File: src/ccmb_pkg.sv
// ----------------------------------------------------------------------------
// Coalescing command mailbox package
// Shared widths, codes, state encoding and the kind mask test.
// ----------------------------------------------------------------------------
package ccmb_pkg;

    localparam int KIND_W            = 4;
    localparam int KEY_W             = 64;
    localparam int PAYLOAD_W         = 64;
    localparam int STATUS_W          = 3;
    localparam int MASK_W            = 16;
    localparam int KIND_COUNT        = 16;
    localparam int MAILBOX_DEPTH_DEF = 64;
    localparam int CFG_IDX_W         = 2;

    localparam logic [CFG_IDX_W-1:0] CFG_ACCEPTED_MASK  = 2'd0;
    localparam logic [CFG_IDX_W-1:0] CFG_LIFECYCLE_MASK = 2'd1;

    localparam logic OP_SUBMIT = 1'b0;
    localparam logic OP_DRAIN  = 1'b1;

    typedef enum logic [STATUS_W-1:0] {
        ST_ACCEPTED   = 3'd0,
        ST_SUPERSEDED = 3'd1,
        ST_EVICTING   = 3'd2,
        ST_REJECTED   = 3'd3,
        ST_DROPPED    = 3'd4,
        ST_DRAINED    = 3'd5,
        ST_EMPTY      = 3'd6
    } t_status;

    typedef enum logic [2:0] {
        S_IDLE,
        S_SCAN,
        S_SHIFT,
        S_DRAIN,
        S_DRD,
        S_RESULT
    } t_state;

    typedef struct packed {
        logic [KIND_W-1:0]    kind;
        logic [KEY_W-1:0]     key;
        logic [PAYLOAD_W-1:0] payload;
    } t_entry;

    typedef struct packed {
        logic opcode;
        t_entry ent;
    } t_cmd;

    typedef struct packed {
        t_status status;
        t_entry  ent;
        logic    last;
    } t_res;

    typedef struct packed {
        logic hit;
        logic evictable;
    } t_match;

    function automatic logic kind_in_mask(input logic [MASK_W-1:0] mask,
                                          input logic [KIND_W-1:0] kind);
        logic below;
        below = ({1'b0, kind} < (KIND_W + 1)'(KIND_COUNT));
        return below && mask[kind];
    endfunction

endpackage

File: src/ccmb_match.sv
// ----------------------------------------------------------------------------
// Mailbox entry compare unit
// Compares one stored entry with the pending command and tests evictability.
// ----------------------------------------------------------------------------
module ccmb_match (
    input  logic [ccmb_pkg::KIND_W-1:0] i_ent_kind,
    input  logic [ccmb_pkg::KEY_W-1:0]  i_ent_key,
    input  logic [ccmb_pkg::KIND_W-1:0] i_cmd_kind,
    input  logic [ccmb_pkg::KEY_W-1:0]  i_cmd_key,
    input  logic [ccmb_pkg::MASK_W-1:0] i_lc_mask,
    output ccmb_pkg::t_match            o_match
);
    import ccmb_pkg::*;

    always_comb begin
        o_match.hit       = (i_ent_kind == i_cmd_kind) && (i_ent_key == i_cmd_key);
        o_match.evictable = !kind_in_mask(i_lc_mask, i_ent_kind);
    end

endmodule

File: config.mk
export PLATFORM = sky130hd
export DESIGN_NAME = ccmb_match
export DESIGN_NICKNAME = d
export VERILOG_FILES = /design/src/ccmb_pkg.sv /design/src/ccmb_match.sv
export SDC_FILE = /design/constraint.sdc
export NUM_CORES = 1
export LEC_CHECK = 0
export ABC_AREA = 1
export BUFFER_PORTS_ARGS = -buffer_cell sky130_fd_sc_hd__buf_4
export CAP_MARGIN = 20
export CORE_ASPECT_RATIO = 0.7
export CORE_MARGIN = 2
export CORE_UTILIZATION = 34
export DETAILED_ROUTE_END_ITERATION = 7
export PLACE_DENSITY = 0.84
export SLEW_MARGIN = 40
export SYNTH_ARGS = -nofsm -noshare
export SYNTH_HDL_FRONTEND = slang
export SYNTH_SLANG_ARGS = --single-unit
export TNS_END_PERCENT = 30
File: constraint.sdc
create_clock -name vclk -period 0.85
set_input_delay 0.085 -clock vclk [all_inputs]
set_output_delay 0.085 -clock vclk [all_outputs]
set_load 0.01 [all_outputs]
* After elaboration in Yosys (flattened, before gate mapping) *
Cells that the tools add are included.
W data, S select, Z words.

cells by class
  equality and inequality tests = 2
  magnitude comparators = 1
  muxes and demuxes = 2
  reduce and logical (&&, ||, !) cells = 2

operators with widths
  kind                  number
  $eq A64 B64 Y1        1
  $lt A4 B5 Y1 const B  1
  $bmux W1 S4           1
  $eq A4 B4 Y1          1
  $logic_and A1 B1 Y1   1
  $logic_not A1 Y1      1
  $mux W1               1

word-level totals
  bits in registers = 0
  output and inout port bits = 2
  word-level logic and storage cells = 7
  input bits = 152

* Longest topological paths before layout *
  word-level depth = 3
  gate-level depth with buffers = 10
  depth with buffers taken out = 10

* Least setup slack after synthesis *
Ideal clock, no wire load.

  path type = in2out
  from = in i_ent_kind[0] (netlist name)
  to = out o_match[0] (netlist name)
  path slack = 0.003 ns
  stages = 6
  buffers on the path = 2
  data arrival time = 0.762 ns
  required time = 0.765 ns
  cells stage by stage = buf_6 > buf_8 > o21ai_1 > o21ai_0 > o211ai_1 > nand2_1

RTL lines
  item                line              RTL
  start: declaration  ccmb_match.sv:6   input logic [ccmb_pkg::KIND_W-1:0] i_ent_kind,
  end: declaration    ccmb_match.sv:11  output ccmb_pkg::t_match o_match

==> summary.md <==
| Metric | Value |
|---|---|
| Core footprint | `between 3000 and 4000 µm²` |
| Net switching power figure | `between 0.0004 and 0.0005 W` |
| Register area share after synthesis | `0%` |
| Port bufs | `between 150 and 200` |
| Part of the total power dissipated in the clock network | `0%` |
| Achievable clock frequency | `between 900 and 1000 MHz` |
| Num rows | `18` |
| Die Outline Area | `approximately 4100 µm²` |
| Maxcap violations | `0` |
| Worst hold slack across all endpoints | `613 ps` |
| Number of design rule violations left after detail routing | `0` |
| All-Layer GR Usage | `18.8%` |
| Leakage power | `approximately 1.5 nW` |
| Proportion of layout cells with a drive suffix above 1 | `45.6%` |
| Synth Net Count | `roughly 400` |
| Total of hold buffers inserted after clock tree synthesis | `0` |
| Antenna violation net count after detailed routing | `0` |
| Area occupied by registers | `0 µm²` |
| Net total in the final layout | `about 560` |
| Pint | `approximately 0.00077 W` |
| Yosys warning total | `0` |
| Violations in the final reports | `setup timing` |
| Final critical-path required period | `about 1100 ps` |
| Sequential share of power | `0%` |
| # setup viols final | `2` |
| Syn-to-layout area delta | `113%` |
| Final RePlAce weighted congestion | `0.755` |
| Area share of the largest cell type after synthesis | `31.4%` |
| Mapped Avg Cell Area | `4.99 µm²` |
| Global-route wire length before repair | `about 6.1 mm` |
| Overall die width | `between 70 and 80 µm` |
| FF+latch count | `0` |
| Adder and majority cell fraction of the synthesized area | `0%` |
| Placed cell count | `about 450` |
| CP Capture Type | `primary output` |
| Hold Fails Final Rpt | `0` |
| Post-CTS setup buffers | `0` |
| Antenna cells | `0` |
| Number of iterations in the first detailed-routing pass | `4` |
| Share of cell area taken by muxes after synthesis | `roughly 1.6%` |
| Post-synthesis share of cell area spent on xor and xnor gates | `roughly a third` |
| Initial core utilization | `about a third` |
| Remaining max-slew budget at the tightest pin | `between 80 and 90%` |
| Net Sw Frac | `34.7%` |
| Number of library cell types mapped by synthesis | `14` |
| Number of vias per cell after detailed routing | `between 4 and 5` |
| Maximum VDD drop | `approximately 280 µV` |
| Complex-gate fraction of the synthesized area | `6.52%` |
| Ranking of synthesized cells by area | `xnor2_1 31%, nand2_1 28%, inv_1 18%, nor2_1 6.1%, nand4_1 3.6%` |
| Initial antenna violation count | `0` |
| Transition time at the pin with the least slew margin | `182 ps` |
| Largest net degree at the start of global routing | `16` |
| Total gr overflow | `0` |
| Synth Area in Simple Gates | `between 30% and 40%` |
| Post-detail-place hpwl | `around 4.1 mm` |
| Most common cell after layout, fill and taps aside | `buf_4` |
| Slew Viols, Final | `0` |
| Setup repair after global routing missed its margin | `yes` |
| Setup slack at placement | `-315 ps` |
| Clock buffer instance count of the final layout | `0` |
| Peak fanout along the critical path | `1` |
| Cell type with the largest total area after synthesis | `xnor2_1` |
| Main combinational cell family by area after synthesis | `simple AND/OR/NAND/NOR gates` |
| Share of power burned in combinational logic | `100.0%` |
| Final critical-path share of the clock period | `127%` |
| Total standard cell area after synthesis | `~1200 µm²` |
| Aggregate routed wire length | `4.52 mm` |
| Final non-filler cell total | `between 400 and 500` |
| Crit path kind | `in2out` |
| Leading cell types in the layout, fill and taps excluded | `136 x buf_4, 88 x nand2_1, 48 x inv_1` |
| Setup WS post-layout | `-233 ps` |
| Run status | `complete, but fails checks` |
| Hold WC Path Type | `in2out` |
| Routed via count | `1897` |
| Post-synthesis cell count | `~250` |
| Power per Cell Area | `between 400 and 500 nW/µm²` |
| Vertical extent of the die | `54.3 µm` |
| I/O pin count | `approximately 150` |
| Detailed-route wire length per cell | `approximately 10 µm` |
| Final core area utilization | `74.9%` |
| Via count of the first global-routing pass | `between 1500 and 2000` |
| Critical path required time | `760 ps` |
| Startpoint type of the worst setup path | `input pin` |
| Violation count after the first detailed-routing iteration | `29` |
| Data arrival, critical path | `1000 ps` |
[layout make-up]
class,count,area (µm²)
Inverter,58,220
Timing Repair Buffer,157,1260
Fill cell,305,875
Multi-Input combinational cell,186,1070
Tap cell,50,62.6
[repair_timing]
action | 4_1_cts | 5_1_grt
gates cloned | 0 | 0
pin swaps | 27 | 8
setup endpoints to repair | 2 | 2
resized for setup | 39 | 12
[cells in the mapped netlist, drive strengths merged]
| library cell | count |
|---|---|
| nand3 | 5 |
| xnor2 | 44 |
| o211ai | 2 |
| buf | 2 |
| mux2i | 2 |
| o21ai | 7 |
| nand2 | 92 |
| nand4 | 7 |
| a21oi | 6 |
| xor2 | 1 |
| inv | 58 |
| nor2 | 20 |
[cell families (layout without fill, tap and decap cells)]
group,count (synthesis),after routing
mux,2,2
buf+inv,60,215
simple gates,124,124
xor+xnor,45,45
compound gates,15,15
[metal layers]
metal / up-vias / part of all wire, % / wire [µm] / GRT usage, %
met3: 2 / 6.9 / 312 / 1.29
met1: 797 / 36 / 1620 / 20.7
li1: 1030 / - / - / -
met5: - / 0 / 0 / 0
met4: 0 / 0.35 / 16 / 0.585
met2: 68 / 57 / 2580 / 40.9
[power by group through the flow]
stage,Sequential [W],Clock (W),Combinational (W)
global placement,0,0,0.00105
detailed placement,0,0,0.00109
floorplan,0,0,0.000428
CTS,0,0,0.00115
global route,0,0,0.00129
finish,0,0,0.00118
[critical path, stage by stage]
cell and delay, ps:
buf_4 110, xor2_1 160, nor2_1 90, nand3_1 100, nor2_2 120, nand3_1 100
nor2_1 110, buf_4 120
[metrics by stage]
step,TNS [ps],power (W),instance area [µm²]
2_1_floorplan,0,0.000428,1230
3_3_place_gp,-470,0.00105,2440
4_1_cts,-342,0.00115,2550
5_1_grt,-559,0.00129,2620
6_report,-312,0.00118,2620
3_5_place_dp,-509,0.00109,2440
[worst paths after layout]
path	start	depth (start not counted)	slack (ps)	end
worst max-delay path	i_cmd_key[0]	8	-230	o_match[1]
worst min-delay path	i_ent_kind[3]	5	610	o_match[0]
(Power assumes the default switching activity.)
